===== config.mk =====
export PLATFORM = sky130hd
export DESIGN_NAME = ebs_accum
export DESIGN_NICKNAME = d
export VERILOG_FILES = /design/src/rtl/core/ebs_pkg.sv /design/src/rtl/core/ebs_accum.sv
export SDC_FILE = /design/constraint.sdc
export NUM_CORES = 1
export LEC_CHECK = 0
export BUFFER_PORTS_ARGS = -buffer_cell sky130_fd_sc_hd__buf_2
export CORE_UTILIZATION = 60
export CTS_CLUSTER_DIAMETER = 200
export DETAILED_ROUTE_END_ITERATION = 8
export GPL_TIMING_DRIVEN = 0
export PLACE_DENSITY = 0.76
export SLEW_MARGIN = 20
export SYNTH_ARGS = -nofsm -noshare
export SYNTH_HDL_FRONTEND = slang
export SYNTH_SLANG_ARGS = --single-unit

===== constraint.sdc =====
create_clock -name clk -period 8.7 [get_ports clk]
set_input_delay 1.305 -clock clk [delete_from_list [all_inputs] [get_ports clk]]
set_output_delay 1.305 -clock clk [all_outputs]
set_load 0.005 [all_outputs]

===== src/rtl/core/ebs_pkg.sv =====
`timescale 1ns / 1ps

package ebs_pkg;

	localparam int COL_W = 6;
	localparam int LEN_W = 7;
	localparam int ROWIDX_W = 10;
	localparam int VAL_W = 16;
	localparam int SUM_W = 32;

	localparam logic [LEN_W-1:0] ROW_LENGTH_RESET = 7'd16;

	typedef enum logic [1:0] {
		OP_WRITE     = 2'd0,
		OP_ADD       = 2'd1,
		OP_ADD_CLOSE = 2'd2,
		OP_CLOSE     = 2'd3
	} opcode_t;

	typedef struct packed {
		logic             rd;
		logic             add;
		logic             clear;
		logic [COL_W-1:0] col;
	} acc_cmd_t;

endpackage


===== src/rtl/core/ebs_accum.sv =====
`timescale 1ns / 1ps

module ebs_accum #(
	parameter int ROW_WIDTH = 16
) (
	input  logic                              clk,
	input  logic                              arst_n,
	input  ebs_pkg::acc_cmd_t                 cmd,
	input  logic signed [ebs_pkg::VAL_W-1:0]  tbl_data,
	output logic signed [ebs_pkg::SUM_W-1:0]  acc_value
);
	import ebs_pkg::*;

	localparam int AW = (ROW_WIDTH > 1) ? $clog2(ROW_WIDTH) : 1;

	logic signed [SUM_W-1:0] mem [ROW_WIDTH];
	logic signed [SUM_W-1:0] rd_q;
	logic [ROW_WIDTH-1:0]    vld_q;
	logic                    vld_s1;
	logic                    add_s1;
	logic [AW-1:0]           col_s1;
	logic signed [SUM_W:0]   wide_sum;
	logic signed [SUM_W-1:0] sat_sum;

	assign acc_value = vld_s1 ? rd_q : '0;

	// The single saturating adder serves every element of every lookup.
	always_comb begin
		wide_sum = {acc_value[SUM_W-1], acc_value}
			+ {{(SUM_W + 1 - VAL_W){tbl_data[VAL_W-1]}}, tbl_data};
		if (wide_sum[SUM_W] != wide_sum[SUM_W-1]) begin
			sat_sum = wide_sum[SUM_W] ? {1'b1, {(SUM_W - 1){1'b0}}}
				: {1'b0, {(SUM_W - 1){1'b1}}};
		end else begin
			sat_sum = wide_sum[SUM_W-1:0];
		end
	end

	always_ff @(posedge clk) begin
		if (cmd.rd) begin
			rd_q <= mem[cmd.col[AW-1:0]];
			col_s1 <= cmd.col[AW-1:0];
		end
		if (add_s1) begin
			mem[col_s1] <= sat_sum;
		end
	end

	always_ff @(posedge clk or negedge arst_n) begin
		if (!arst_n) begin
			vld_q <= '0;
			vld_s1 <= 1'b0;
			add_s1 <= 1'b0;
		end else begin
			add_s1 <= cmd.rd && cmd.add;
			if (cmd.rd) begin
				vld_s1 <= vld_q[cmd.col[AW-1:0]];
			end
			if (cmd.clear) begin
				vld_q <= '0;
			end else if (add_s1) begin
				vld_q[col_s1] <= 1'b1;
			end
		end
	end

endmodule


== Word level (Yosys, flattened, before mapping) ==
Memories as Yosys holds them, arrays and structs flattened. A register that Yosys moved wholly into a read port is not among the register bits.
Cells that the tools add are included.
Storage, ports and cells
  memories kept: 1
  bits in registers: 22
  bits in writable memories: 512
  output and inout port bits: 32
Operators by class
  equality and inequality tests: 1
  add/sub/neg operators: 1
  order comparisons: 3
  reductions and logical operators: 3
  muxes and demuxes: 11
  bitwise gates (word level): 1
Memory list
  mem: words 16, width 32, read ports 1, clocked after memory_dff 1, write ports 1, RTL line ebs_accum.sv:16  | logic signed [SUM_W-1:0] mem [ROW_WIDTH];
Operators by type and width (count)
  32-bit two-way mux: 3
  32-bit by 16-bit adder with 33-bit output: 1
  16-bit two-way mux: 2
  16-bit OR: 1
  4-bit by 5-bit less-than comparator with 1-bit output (second input constant): 2
  1-bit binary-select mux with 4-bit select: 1
  1-bit demux with 4-bit select: 1
  4-bit by 1-bit >= comparator with 1-bit output (second input constant): 1
  1-bit two-way mux: 4
  1-bit logical AND: 2
  2-bit nonzero test: 1
  1-bit inequality test: 1

== Depth between registers and ports, before layout ==
  depth in word-level cells: 7
  mapped depth: 13
  depth with buffers taken out: 12

== Least setup slack after synthesis ==
OpenSTA, ideal clock, no wires.
  path kind: input to register
  start: input port tbl_data[0] (netlist name)
  end: memory mem[0][30] (data pin)
  stages on the path: 11
  required time: 8.370 ns
  data arrival time: 3.858 ns
  slack: 4.512 ns
  cell sequence: ha_1 > inv_1 > fa_1 > nand2b_1 > a211oi_1 > nor2_1 > o32ai_2 > a21boi_1 > o21ai_0 > xnor2_1 > o21ai_0
On the way
  word-level cells in the longest chain between the ends: 3
  elaborated cells between the ends (all ways): 4
RTL lines
  from (decl): RTL line ebs_accum.sv:9  | input logic signed [ebs_pkg::VAL_W-1:0] tbl_data,
  32-bit by 16-bit adder with 33-bit output *: RTL line ebs_accum.sv:30  | + {{(SUM_W + 1 - VAL_W){tbl_data[VAL_W-1]}}, tbl_data};
  32-bit two-way mux or 1-bit inequality test (tied branches): RTL line ebs_accum.sv:32, ebs_accum.sv:31
  32-bit two-way mux *: RTL line ebs_accum.sv:31  | if (wide_sum[SUM_W] != wide_sum[SUM_W-1]) begin
  net sat_sum[30]: RTL line ebs_accum.sv:23  | logic signed [SUM_W-1:0] sat_sum;
  to (decl): RTL line ebs_accum.sv:16
Mark *: on every way through the listed nets, which the timed path passes. The rest lies on a longest branch.

== Worst setup path in the final report ==
  start: register vld_s1
  end: memory mem[14][5] (data pin)
On the way
  word-level cells in the longest chain between the ends: 4
  elaborated cells between the ends (all ways): 5
RTL lines
  from (decl): RTL line ebs_accum.sv:19  | logic vld_s1;
  from (signal assigned): RTL line ebs_accum.sv:57  | vld_s1 <= vld_q[cmd.col[AW-1:0]];
  32-bit two-way mux *: RTL line ebs_accum.sv:25  | assign acc_value = vld_s1 ? rd_q : '0;
  32-bit by 16-bit adder with 33-bit output *: RTL line ebs_accum.sv:30
  32-bit two-way mux or 1-bit inequality test (tied branches): RTL line ebs_accum.sv:32, ebs_accum.sv:31
  32-bit two-way mux *: RTL line ebs_accum.sv:31
  net sat_sum[5]: RTL line ebs_accum.sv:23
Marked as above.

==> metrics.md <==
| Metric | Value |
|---|---|
| HP Class | `register to register` |
| Initial drt markers | `1363` |
| Top post-synthesis cells by area | `edfxtp_1, mux4_2, dfrtp_1, ha_1, nor2_1` |
| Comb pwr share | `6.7%` |
| Final setup fails | `0` |
| Pint | `4.538 mW` |
| Total GRT Usage | `30.12%` |
| Final worst slack | `3077 ps` |
| DIE AREA | `0.03969 mm²` |
| I/O Pins | `59` |
| Startpoint Class | `register` |
| RePlAce Congestion | `0.9099` |
| Grt total ovfl | `0` |
| Fraction of layout cells with a size suffix above 1 | `30.21%` |
| Count leader, synth | `edfxtp_1` |
| Clk root buf | `clkbuf_16` |
| First-pass GRT wire length | `82190 µm` |
| PostCTS Resize Cnt | `0` |
| Hold Path Origin | `vld_q[10]` |
| Drt first pass iters | `5` |
| Crit-path slowest cell | `a21oi_1` |
| Top cells by count, synth | `edfxtp_1, mux4_2, nor2_1` |
| Clock sink count | `566` |
| Setup Fix Bufs, Post-CTS | `0` |
| Max Slew Vio Count | `0` |
| Metal1 wirelength | `21580 µm` |
| CP max stage delay | `870 ps` |
| CTS clk-pin slew, worst paths | `60 ps` |
| P_sw | `1.245 mW` |
| Post-Syn Instances | `1159` |
| Vias in the first global route | `12430` |
| H-tree levels | `2` |
| Final cycle utilization of the critical path | `64.63%` |
| Fmax | `177.8 MHz` |
| Initial Util | `61.53%` |
| Port Buffers | `55` |
| Cells along the critical path | `clkbuf_1 -> nand2_1 -> inv_1 -> ha_1 -> a211o_1 -> a211oi_1 -> o311ai_1 -> o21ai_2 -> o21ai_4 -> xor2_4 -> nor2_2 -> buf_6 -> a21oi_1` |
| Crit path DAT | `5840 ps` |
| Post-Syn Area | `0.02334 mm²` |
| WL met2 | `27920 µm` |
| Min Hold Slack | `502.3 ps` |
| Max Cap Viol | `0` |
| Nets@finish | `1373` |
| Detailed placement HPWL | `35950 µm` |
| Clock Latency Late Sink | `600 ps` |
| Count of final hold-check violations | `0` |
| Main synth FF type | `edfxtp_1` |
| Post-synth top area cell | `edfxtp_1` |
| WL/cell | `30.40 µm` |
| Seq cells post-synth | `566` |
| Setup crit start | `vld_s1` |
| Core Region | `0.03793 mm²` |
| Antenna Nets Post-Route | `0` |
| RSZ-0062 raised after global routing | `false` |
| CTS tree | `yes` |
| Top Metal Used | `met4` |
| Synth cell types | `59` |
| Num CTS Buffers | `54` |
| Reg power frac | `53.7%` |
| Clk_skew | `22.72 ps` |
| Initial antenna violation count | `0` |
| Area Growth Syn to Fin | `14.66%` |
| Ys Warns | `0` |
| Max IR drop VDD | `0.0001833 V` |
| Worst slew pin tran | `1138 ps` |
| Setup TNS | `0 ps` |
| Hold Buf Count CTS | `0` |
| Post-synth EDFFs | `548` |
| Sequential share of the synthesized area | `72.44%` |
| Site row count | `71` |
| Fin crit period | `5623 ps` |
| CP max FO | `16` |
| Crit path kind | `register to register` |
| Crit end category | `register` |
| Mapped Nets | `1219` |
| Pre-CTS worst setup slack | `3109 ps` |
| Via count | `12350` |
| Syn Area/Cell | `20.14 µm²` |
| CP Data Required Time | `8920 ps` |
| Drc violations | `0` |
| Post-synth top area share | `70.51%` |
| Leakage | `8.888 nW` |
| Max-Slew Margin vs Limit | `23.66%` |
| Largest net degree at the start of global routing | `39` |
| Metal3 WL | `5146 µm` |
| Async set-reset flop share out of synthesis | `3.180%` |
| Clock tree buffer depth | `3` |
| Pwr dens | `216.1 mW/mm²` |
| Outcome | `finished, final reports clean` |
| Final WL | `56780 µm` |
| Number of fill cells in the layout | `2284` |
| ANT cells | `0` |
| Worst r2r src | `vld_s1` |
| DR vias/cell | `6.613` |
| Clock share of power | `39.6%` |
| Die Width | `199.2 µm` |
| Die Y | `199.2 µm` |
| Sw Ratio | `21.53%` |
[layout by cell type (no fill, tap or decap), drive strengths merged, types with 4 or more instances in the layout]
master / n
nor2: 58
bufinv: 5
clkinvlp: 4
clkinv: 24
and3: 5
clkbuf: 93
nor3: 7
and2: 32
o21ai: 32
a31oi: 8
o21bai: 5
a21o: 9
xor2: 12
o21a: 6
edfxtp: 548
ha: 32
buf: 131
maj3: 4
inv: 13
a21oi: 42
nand2b: 5
mux4: 165
nand2: 28
xnor2: 18
nand4: 9
o211ai: 5
nand3: 8
dfrtp: 18
[flip-flops by register name, summed over array words and instances (netlist names)]
signal and count:
vld_s1 1, col_s1 4, add_s1 1, mem 512, vld_q 16, rd_q 32
[metal layers]
layer,GRT usage (%),up-vias
met5,0,-
met4,12.25,0
met3,4.844,128
met2,48.61,731
met1,41.63,6393
li1,-,5101
[cell type report]
cell class / count / area [µm²] / area share [%]
clock buffers: 65 / 1414 / 5.283
plain buffers: 61 / 294.0 / 1.099
flip-flops and latches: 566 / 16910 / 63.18
clock inverters: 35 / 306.5 / 1.146
inverters: 11 / 41.29 / 0.1543
well taps: 511 / 639.4 / 2.389
multi-input cells: 521 / 6220 / 23.24
repair buffers: 98 / 939.7 / 3.511
[per-stage QoR]
step / utilization, % / cells / area [µm²] / total power [mW]
after floorplan: - / 1159 / 23340 / 3.400
after global placement: 63.94 / 1725 / 24250 / 3.515
after detailed placement: 65.98 / 1768 / 25030 / 3.544
after CTS: 70.52 / 1868 / 26750 / 5.801
after global routing: 70.55 / 1868 / 26760 / 5.925
final: 70.55 / 1868 / 26760 / 5.783
[path summary, 6_finish.rpt]
check	to	slack, ps	depth (start not counted)
max	mem[14][5]	3080	13
min	vld_q[10]	500	2
max reg2reg	mem[14][5]	3080	13
min reg2reg	vld_q[10]	500	2
max in group asynchronous	vld_q[4]	7790	1
min in group asynchronous	vld_q[12]	630	1
[power groups by stage]
stage	Clock (mW)	Combinational, mW	Sequential [mW]
after global routing	2.41	0.410	3.11
after CTS	2.31	0.386	3.11
after global placement	0	0.352	3.16
after floorplan	0	0.243	3.16
after detailed placement	0	0.381	3.16
final	2.29	0.388	3.11
[kinds of logic after synthesis]
group | synth area share (%)
xor gates and xnor gates | 1.206
muxes | 15.97
and+or+nand+nor | 3.415
DFF | 72.44
buffers and inverters | 1.426
AOI/OAI and AO/OA | 3.570
adders and majority gates | 1.973
[critical path: cells and delay by family (launching register included)]
kind,cells,cell delay (ps)
AND/OR/NAND/NOR,2,330
AO/OA/AOI/OAI,6,2650
adder cells (fa/ha/maj),1,240
XOR/XNOR,1,410
buffers and inverters,3,1080
flip-flops,1,520
Note: power is estimated with default switching activity, not from simulation.
