--- config.mk ---
export PLATFORM = sky130hd
export DESIGN_NAME = ebs_ctrl
export DESIGN_NICKNAME = d
export VERILOG_FILES = /design/src/rtl/core/ebs_pkg.sv /design/src/rtl/core/ebs_ctrl.sv
export SDC_FILE = /design/constraint.sdc
export NUM_CORES = 1
export LEC_CHECK = 0
export BUFFER_PORTS_ARGS = -buffer_cell sky130_fd_sc_hd__buf_2
export CORE_UTILIZATION = 41
export CTS_BUF_LIST = sky130_fd_sc_hd__clkbuf_16
export DETAILED_ROUTE_END_ITERATION = 12
export GPL_ROUTABILITY_DRIVEN = 0
export MAX_ROUTING_LAYER = met4
export PLACE_DENSITY_LB_ADDON = 0.05
export SYNTH_ARGS = -nofsm -noshare
export SYNTH_HDL_FRONTEND = slang
export SYNTH_SLANG_ARGS = --single-unit
--- constraint.sdc ---
create_clock -name clk -period 2.6 [get_ports clk]
set_clock_uncertainty 0.1 [all_clocks]
set_input_delay 0.13 -clock clk [delete_from_list [all_inputs] [get_ports clk]]
set_output_delay 0.13 -clock clk [all_outputs]
set_load 0.01 [all_outputs]
--- src/rtl/core/ebs_pkg.sv ---
`timescale 1ns / 1ps

package ebs_pkg;

	localparam int COL_W = 6;
	localparam int LEN_W = 7;
	localparam int ROWIDX_W = 10;
	localparam int VAL_W = 16;
	localparam int SUM_W = 32;

	localparam logic [LEN_W-1:0] ROW_LENGTH_RESET = 7'd16;

	typedef enum logic [1:0] {
		OP_WRITE     = 2'd0,
		OP_ADD       = 2'd1,
		OP_ADD_CLOSE = 2'd2,
		OP_CLOSE     = 2'd3
	} opcode_t;

	typedef struct packed {
		logic             rd;
		logic             add;
		logic             clear;
		logic [COL_W-1:0] col;
	} acc_cmd_t;

endpackage

--- src/rtl/core/ebs_ctrl.sv ---
`timescale 1ns / 1ps

module ebs_ctrl #(
	parameter int TABLE_ROWS = 1024,
	parameter int ROW_WIDTH = 16,
	parameter int TAW = 14
) (
	input  logic                              clk,
	input  logic                              arst_n,
	input  logic                              cfg_we,
	input  logic [ebs_pkg::LEN_W-1:0]         cfg_wdata,
	input  logic                              item_valid,
	output logic                              item_ready,
	input  logic [1:0]                        item_opcode,
	input  logic [ebs_pkg::ROWIDX_W-1:0]      item_row_index,
	input  logic [ebs_pkg::COL_W-1:0]         item_column,
	output logic                              res_valid,
	input  logic                              res_ready,
	output logic [ebs_pkg::COL_W-1:0]         res_column,
	output logic                              res_last,
	output logic                              tbl_wr,
	output logic [TAW-1:0]                    tbl_wr_addr,
	output logic                              tbl_rd,
	output logic [TAW-1:0]                    tbl_rd_addr,
	output ebs_pkg::acc_cmd_t                 acc_cmd
);
	import ebs_pkg::*;

	typedef enum logic [4:0] {
		ST_IDLE  = 5'b00001,
		ST_ADD   = 5'b00010,
		ST_DRAIN = 5'b00100,
		ST_CRD   = 5'b01000,
		ST_COUT  = 5'b10000
	} state_t;

	state_t           state_q;
	logic [LEN_W-1:0] row_length_q;
	logic [LEN_W-1:0] len_q;
	logic [LEN_W-1:0] len_active;
	logic [COL_W-1:0] col_q;
	logic [TAW-1:0]   base_q;
	logic             close_q;
	logic             accept;
	logic             row_ok;
	logic             col_ok;
	logic             at_end;
	opcode_t          op;

	assign op = opcode_t'(item_opcode);
	assign accept = item_valid && item_ready;
	assign item_ready = (state_q == ST_IDLE);
	assign row_ok = 32'(item_row_index) < TABLE_ROWS;
	assign col_ok = 32'(item_column) < ROW_WIDTH;
	assign at_end = {1'b0, col_q} == (len_q - 7'd1);

	always_comb begin
		if (row_length_q == '0) begin
			len_active = 7'd1;
		end else if (32'(row_length_q) > ROW_WIDTH) begin
			len_active = 7'(ROW_WIDTH);
		end else begin
			len_active = row_length_q;
		end
	end

	assign tbl_wr = accept && (op == OP_WRITE) && row_ok && col_ok;
	assign tbl_wr_addr = TAW'(32'(item_row_index) * ROW_WIDTH + 32'(item_column));
	assign tbl_rd = (state_q == ST_ADD);
	assign tbl_rd_addr = base_q + TAW'(col_q);

	assign res_valid = (state_q == ST_COUT);
	assign res_column = col_q;
	assign res_last = at_end;

	always_comb begin
		acc_cmd.rd = (state_q == ST_ADD) || (state_q == ST_CRD);
		acc_cmd.add = (state_q == ST_ADD);
		acc_cmd.clear = (state_q == ST_COUT) && res_ready && at_end;
		acc_cmd.col = col_q;
	end

	always_ff @(posedge clk or negedge arst_n) begin
		if (!arst_n) begin
			row_length_q <= ROW_LENGTH_RESET;
		end else if (cfg_we) begin
			row_length_q <= cfg_wdata;
		end
	end

	always_ff @(posedge clk or negedge arst_n) begin
		if (!arst_n) begin
			state_q <= ST_IDLE;
			col_q <= '0;
			len_q <= 7'd1;
			close_q <= 1'b0;
			base_q <= '0;
		end else begin
			case (state_q)
				ST_IDLE: begin
					if (accept) begin
						col_q <= '0;
						len_q <= len_active;
						close_q <= (op == OP_ADD_CLOSE) || (op == OP_CLOSE);
						base_q <= TAW'(32'(item_row_index) * ROW_WIDTH);
						case (op)
							OP_ADD: begin
								if (row_ok) begin
									state_q <= ST_ADD;
								end
							end
							OP_ADD_CLOSE: begin
								state_q <= row_ok ? ST_ADD : ST_CRD;
							end
							OP_CLOSE: begin
								state_q <= ST_CRD;
							end
							default: begin
								state_q <= ST_IDLE;
							end
						endcase
					end
				end
				ST_ADD: begin
					if (at_end) begin
						state_q <= ST_DRAIN;
					end else begin
						col_q <= col_q + 6'd1;
					end
				end
				ST_DRAIN: begin
					col_q <= '0;
					state_q <= close_q ? ST_CRD : ST_IDLE;
				end
				ST_CRD: begin
					state_q <= ST_COUT;
				end
				ST_COUT: begin
					if (res_ready) begin
						if (at_end) begin
							state_q <= ST_IDLE;
						end else begin
							col_q <= col_q + 6'd1;
							state_q <= ST_CRD;
						end
					end
				end
				default: begin
					state_q <= ST_IDLE;
				end
			endcase
		end
	end

endmodule

After elaboration in Yosys (flattened, before gate mapping)
Cells that the tools add are included.
Word-level totals
  RAM bits: 0
  input port bits: 30
  logic and storage cells: 51
  output and inout bits: 48
  bits in latches: 0
  bits in registers: 36
  memory bits (read-only): 0
  memories: 0
Operators by class
  add/sub/neg operators: 4
  reductions and logical operators: 14
  magnitude comparators: 2
  shifts and indexed selects: 0
  multiply operators: 0
  div/mod/pow operators: 0
  mux-type cells: 13
  equal/unequal tests: 12
  bitwise operators: 0
Operators by type and width (number)
  adder 14 x 6 -> 14 bit: 2
  one-hot mux 5 bit (5 select lines): 1
  one-hot mux 6 bit (4 select lines): 1
  two-way mux 6 bit: 3
  two-way mux 5 bit: 3
  two-way mux 7 bit: 2
  two-way mux 4 bit: 2
  one-hot mux 4 bit (2 select lines): 1
  == test 6 x 7 -> 1 bit: 1
  > comparator 7 x 5 -> 1 bit, second input constant: 1
  zero test 7 bit: 1
  subtractor 7 x 1 -> 7 bit, second input constant: 1
  adder 6 x 1 -> 6 bit, second input constant: 1
  less-than comparator 6 x 5 -> 1 bit, second input constant: 1
  inequality test 2 x 1 -> 1 bit, second input constant: 3
  AND reduction 3 bit: 2
  == test 5 x 1 -> 1 bit, second input constant: 1
  == test 5 x 2 -> 1 bit, second input constant: 1
  == test 5 x 3 -> 1 bit, second input constant: 1
  == test 5 x 4 -> 1 bit, second input constant: 1
  == test 5 bit, second input constant: 1
  logical AND 1 bit: 5
  == test 2 bit, second input constant: 2
  nonzero test 4 bit: 1
  5 further kinds: 6

Depth between registers and ports, before layout
Gate-level depths: netlist (run 1).
  word-level depth: 5
  mapped depth: 11
  depth with buffers taken out: 9

Worst setup path before layout (run 1)
No wires, ideal clock.
  path kind: flip-flop to flip-flop
  from: register len_q[0]
  to: register col_q[5], in the netlist res_column[5]
  stages on the path, launching flop included: 12
  buffers on the path: 3
  required time: 2.376 ns
  setup slack: -0.211 ns
  arrival: 2.587 ns
  cells stage by stage: dfstp_2 > clkbuf_1 > inv_1 > ha_1 > clkbuf_1 > xnor3_4 > nand4b_1 > a31o_1 > a221o_1 > buf_6 > and4_4 > a211o_1
Between the ends
  cells in the longest elaborated chain, start to end: 5
Ends and longest elaborated chain
  start, declared: line ebs_ctrl.sv:39  | logic [LEN_W-1:0] len_q;
  start signal, assigned: line ebs_ctrl.sv:103  | len_q <= len_active;
  subtractor 7 x 1 -> 7 bit *: line ebs_ctrl.sv:55  | assign at_end = {1'b0, col_q} == (len_q - 7'd1);
  == test 6 x 7 -> 1 bit *: line ebs_ctrl.sv:55
  two-way mux 6 bit *
  two-way mux 6 bit
  one-hot mux 6 bit (4 select lines) *
  end signal, assigned: line ebs_ctrl.sv:128  | col_q <= col_q + 6'd1;
  end signal, assigned: line ebs_ctrl.sv:143  | col_q <= col_q + 6'd1;
  end, declared: line ebs_ctrl.sv:41  | logic [COL_W-1:0] col_q;
Mark *: on every way between the ends. The rest lies on a longest branch, timed or not. The select of a mux whose other input is x is not followed.
A chain may end at the register's enable or synchronous reset.

==> metrics.txt, run 1 <==
status finished clean; fin. max-slew vios 0; DP Area 2830 um2; Post-Syn Area 2480 um2; post-DR wirelength/cell 13.8 um; Pwr per Cell Area 853 nW/um2; CP Max Fanout 6; share of cells above drive strength 1 36.3%; fin util 55.3%; Mean Syn Cell Area 9.32 um2; Die ar. 6360 um2; initial antenna violation count 0; fin crit period 2600 ps; Rows 27; post-route clock period utilization 100%; CP Launch Type register; DIE HEIGHT 79.8 um; Final Instance Area 3140 um2; Root Buffer clkbuf_16; maximum root-to-sink buffer count 2; grt total ovfl 0; Synth async-reset ratio 100%; total wire length 5660 um; Area contributors post-synth dfrtp_1, mux2_2, ha_1; crit end category output port; TritonCTS clock tree yes; total number of vias 2,119; GRT Util Overall 19.0%; main flop type after synthesis dfrtp_1; hold crit path type input port to register; vias in the first global route 1,855; DRT iter0 DRCs 107; IO buf count 69; Hold Violations, Final 0; Post-synth EDFFs 0; Inserted Clock Buffers 5; setup tns final 0 ps; Fmax 0.385 GHz; Via density 5.16; Crit Path Class register to output port; Pre-antenna DRT Iters 4; Ys Warns 0; Area Growth Syn to Fin 26.6%; clk slew on worst S/H paths 60 ps; first-pass GRT wire length 9030 um; area fraction of the dominant cell type after synthesis 33.3%; synth unique cells 49; largest net degree at the start of global routing 37; Slew HR 43.4%; most frequent cells in the layout buf_2, dfrtp_1, nand2_1, inv_1, mux2_2; I/O pin count 78; Starting Density 43.7%; CTS sink cnt 36; Post-Syn Nets 308; WP data required 2370 ps; ANT nets after route 0; max-cap check violation count 0; Final setup viols 0; FF+latch count, synth 36; Static Leak 1.55 nW; DRC errors left 0; Crit path arrival time 2370 ps; RSZ-0062 raised after global routing true; Detail Placement HPWL 4110 um; post-synthesis sequential area ratio 36.5%; peak supply drop 0.000435 V; Yosys top cell by area dfrtp_1; worst slew pin tran 850 ps; Die W 79.8 um; clk_lat worst skew 280 ps; nets 380; CORE AREA 5680 um2; commonest non-fill, non-tap cell in the layout buf_2; Antenna diodes 0; CTS H-tree depth 2; Synth Instances 266
layout make-up:
cell class	instances	area, um2
sequential	36	905
inverter	21	81.3
multi-input combinational	182	1350
tap	72	90.1
clock buffer	5	125
clock inverter	3	42.5
fill	510	2530
timing repair buffer	92	547
flip-flops by register name, summed over array words and instances (netlist names):
name	cells
base_q	10
close_q	1
len_q	7
res_column	6
row_length_q	7
state_q	5
stage by stage:
stage | hold WS [ps] | setup WS (ps) | cells | power (mW)
after floorplan | -266 | 42.9 | 266 | 1.66
after global placement | 160 | 109 | 389 | 1.97
after detailed placement | 160 | 57.4 | 389 | 1.96
after CTS | 6.53 | 14.0 | 410 | 2.68
after global routing | 17.5 | -82.1 | 411 | 2.88
final | 9.74 | 0.768 | 411 | 2.68
Yosys cell counts (2+ instances only):
library cell and n:
a21oi_1 11, a221o_1 2, a31o_2 2, a31oi_1 2
a32oi_1 2, and2_1 2, and3_1 10, buf_4 16
clkbuf_1 10, dfrtp_1 33, dfstp_2 3, fa_1 2
ha_1 10, inv_1 21, mux2_2 16, nand2_1 22
nand3_1 9, nand4_1 2, nand4b_1 2, nor2_1 13
nor3_1 9, nor4_1 2, o211ai_1 3, o21ai_0 13
xnor2_1 13, xor2_1 13
final timing paths:
kind	from	endpoint	slack [ps]	cells past startpoint
max	len_q[0]	acc_cmd[6]	0.8	9
min	item_row_index[9]	base_q[13]	10	2
max reg2reg	len_q[0]	res_column[4]	70	10
min reg2reg	row_length_q[0]	row_length_q[0]	410	1
max in group asynchronous	arst_n	row_length_q[0]	1470	2
min in group asynchronous	arst_n	res_column[2]	400	2
logic make-up after synthesis:
group	share of synthesized area, %
AND/OR/NAND/NOR	17.0
buffers and inverters	9.99
AO/OA/AOI/OAI	12.0
flip-flops	36.5
XOR/XNOR	10.2
multiplexers	7.67
adder cells (fa/ha/maj)	6.66
report_power, final:
group | leakage [nW] | internal [mW] | switching [mW]
combinational | 1.02 | 0.552 | 0.562
clock | 0.0798 | 0.450 | 0.232
sequential | 0.449 | 0.722 | 0.162
worst max-delay path, stage by stage, from the launching register on:
cell      delay (ps)
dfstp_2          580
inv_4             40
ha_4             170
xnor3_4          250
nand4b_1          90
a31o_1           230
a221o_1          380
inv_2             90
and3_4           170
buf_6             90
per-layer routing:
layer	GRT usage, %	part of all wire, %	vias up	wire [um]
met4	6.25	0.99	0	56
li1	-	-	1057	-
met5	-	0	-	0
met1	27.0	50	994	2840
met3	3.09	4.3	5	242
met2	27.6	44	63	2520
what timing repair did:
item | CTS | global route
resized for setup | 1 | 6
hold buffers | 9 | 0
buffers inserted | 4 | 1
setup endpoints to repair | 2 | 5
pin swaps | 2 | 5
hold endpoints to repair | 42 | 0
cloned | 0 | 0
Note: power is estimated with default switching activity, not from simulation.
==> run 2, diff against run 1 <==
Settings changed: CORE_UTILIZATION 41 to 45.
==> metrics.txt, run 2 (synthesized netlist as in run 1, its figures left out) <==
commonest non-fill, non-tap cell in the layout buf_2 (unchanged); Worst path slowest cell dfstp_2 (unchanged); Hold Violations, Final 0 (unchanged); sequence of cells on the critical path inv_4, ha_4, buf_4, xor2_1, o32ai_1, a32oi_1, a221o_1, inv_2, and3_1, buf_2 (was inv_4, ha_4, xnor3_4, nand4b_1, a31o_1, a221o_1, inv_2, and3_4, buf_6); most frequent cells in the layout buf_2, dfrtp_1, nand2_1, inv_1 (was buf_2, dfrtp_1, nand2_1, inv_1, mux2_2); DRC errors left 0 (unchanged); clk_lat worst skew 280 ps (about the same); RSZ-0062 raised after global routing true (unchanged); DIE HEIGHT 76.2 um (was 79.8 um); Starting Density 47.6% (was 43.7%); Die ar. 5810 um2 (was 6360 um2); R2R Setup Slk 30 ps (was 70 ps); fin. max-slew vios 0 (unchanged); Detail Placement HPWL 4110 um (about the same); crit end category output port (unchanged); Final Instance Area 3140 um2 (about the same); largest net degree at the start of global routing 37 (unchanged); Antenna diodes 0 (unchanged); share of cells above drive strength 1 36.4% (was 36.3%); Die W 76.2 um (was 79.8 um); Rows 26 (was 27); Layout fillers 486 (was 510); fin crit period 2620 ps (was 2600 ps); reg2reg start len_q[0] (unchanged); vias in the first global route 1,936 (was 1,855); worst hold slack 13.8 ps (was 9.74 ps); post-DR wirelength/cell 13.5 um (was 13.8 um); Crit path arrival time 2390 ps (was 2370 ps); Fmax 0.381 GHz (was 0.385 GHz); Largest Register base_q (unchanged); GRT Util Overall 20.5% (was 19.0%); area taken by multi-input logic gates 1340 um2 (was 1350 um2); setup tns final -22.0 ps (was 0 ps); Area Growth Syn to Fin 26.7% (was 26.6%); Slew HR 44.6% (was 43.4%); maximum root-to-sink buffer count 2 (unchanged); peak supply drop 0.000471 V (was 0.000435 V); CP top delay family compound AO/OA/AOI/OAI gates (unchanged); nets 382 (was 380); clk slew on worst S/H paths 60 ps (about the same); CORE AREA 5200 um2 (was 5680 um2); hold crit path type input port to register (unchanged); Via density 5.17 (was 5.16); ANT nets after route 0 (unchanged); PnR worst setup slack -22.0 ps (was 0.768 ps); grt total ovfl 0 (unchanged); post-route clock period utilization 101% (was 100%); status finished, violations left (was finished clean); Crit Path Class register to output port (unchanged); hold path endpoint base_q[13] (unchanged); first-pass GRT wire length 9260 um (was 9030 um); WP data required 2370 ps (about the same); initial antenna violation count 0 (unchanged); Final setup viols 1 (was 0); Root Buffer clkbuf_16 (unchanged); CTS sink cnt 36 (unchanged); CP max stage delay 590 ps (was 580 ps); R2R cell count 11 (was 10); IO buf count 69 (unchanged); total number of vias 2,124 (was 2,119); Pre-antenna DRT Iters 4 (unchanged); CTS H-tree depth 2 (unchanged); CP startpoint len_q[0] (unchanged); CP Launch Type register (unchanged); reg-to-reg endpoint res_column[4] (unchanged); total wire length 5560 um (was 5660 um); Overall Power 2.69 mW (was 2.68 mW); Register Area 905 um2 (unchanged); max reg flops 10 (unchanged); Static Leak 1.56 nW (was 1.55 nW); worst slew pin tran 817 ps (was 850 ps); DRT iter0 DRCs 143 (was 107); Inserted Clock Buffers 5 (unchanged); Pwr per Cell Area 857 nW/um2 (was 853 nW/um2); worst hold stages 2 (unchanged); DP Area 2830 um2 (about the same); TritonCTS clock tree yes (unchanged); max-cap check violation count 0 (unchanged); Crit path depth 10 (was 9); failing checks negative setup slack; biggest regs base_q: 10 flops, len_q: 7 flops, row_length_q: 7 flops (unchanged); CP Max Fanout 5 (was 6); Hold Startpoint item_row_index[9] (unchanged); I/O pin count 78 (unchanged); critical path buffer and inverter count 4 (was 3)
run 2: cell count changes in the layout (fill, tap and decap cells not counted):
cell    delta
buf_4      +2
nor2_4     -1
and3_1     +1
and3_4     -1
nor2_2     +1
run 2: how the worst max path moves through the flow:
stage | to | slack (ps)
2_1_floorplan | res_column[5] | 40
3_3_place_gp | acc_cmd[6] | 110
3_5_place_dp | acc_cmd[6] | 80
4_1_cts | acc_cmd[6] | 10
5_1_grt | acc_cmd[6] | -90
6_report | acc_cmd[6] | -20
run 2: final cells by class:
| cell class | count | share of cell area, % |
|---|---|---|
| Timing Repair Buffer | 94 | 17.9 |
| Multi-Input combinational cell | 182 | 42.6 |
| Inverter | 21 | 2.59 |
| Tap cell | 70 | 2.79 |
| Clock inverter | 3 | 1.35 |
| Clock buffer | 5 | 3.98 |
| Sequential cell | 36 | 28.8 |
run 2: power by group:
group / leakage (nW) / internal (mW) / switching (mW)
clock network: 0.0798 / 0.450 / 0.233
registers: 0.449 / 0.722 / 0.168
logic: 1.03 / 0.562 / 0.558
run 2: what timing repair did:
item                       4_1_cts  5_1_grt
resized for setup                1        5
buffers inserted                 4        3
hold endpoints to repair        42        0
hold buffers                     9        0
setup endpoints to repair        2        4
pin swaps                        2        2
run 2: through the flow:
stage / std cells / utilization [%] / setup slack (ps)
after floorplan: 266 / - / 42.9
after global placement: 387 / 54.3 / 110
after detailed placement: 387 / 54.3 / 75.5
after CTS: 408 / 59.8 / 10.5
after global routing: 411 / 60.4 / -91.4
final: 411 / 60.4 / -22.0
run 2: metal layers:
| layer | track usage (%) | wire length, um |
|---|---|---|
| met5 | - | 0 |
| met1 | 27.9 | 2670 |
| met2 | 31.0 | 2570 |
| met4 | 6.54 | 25 |
| met3 | 3.47 | 296 |
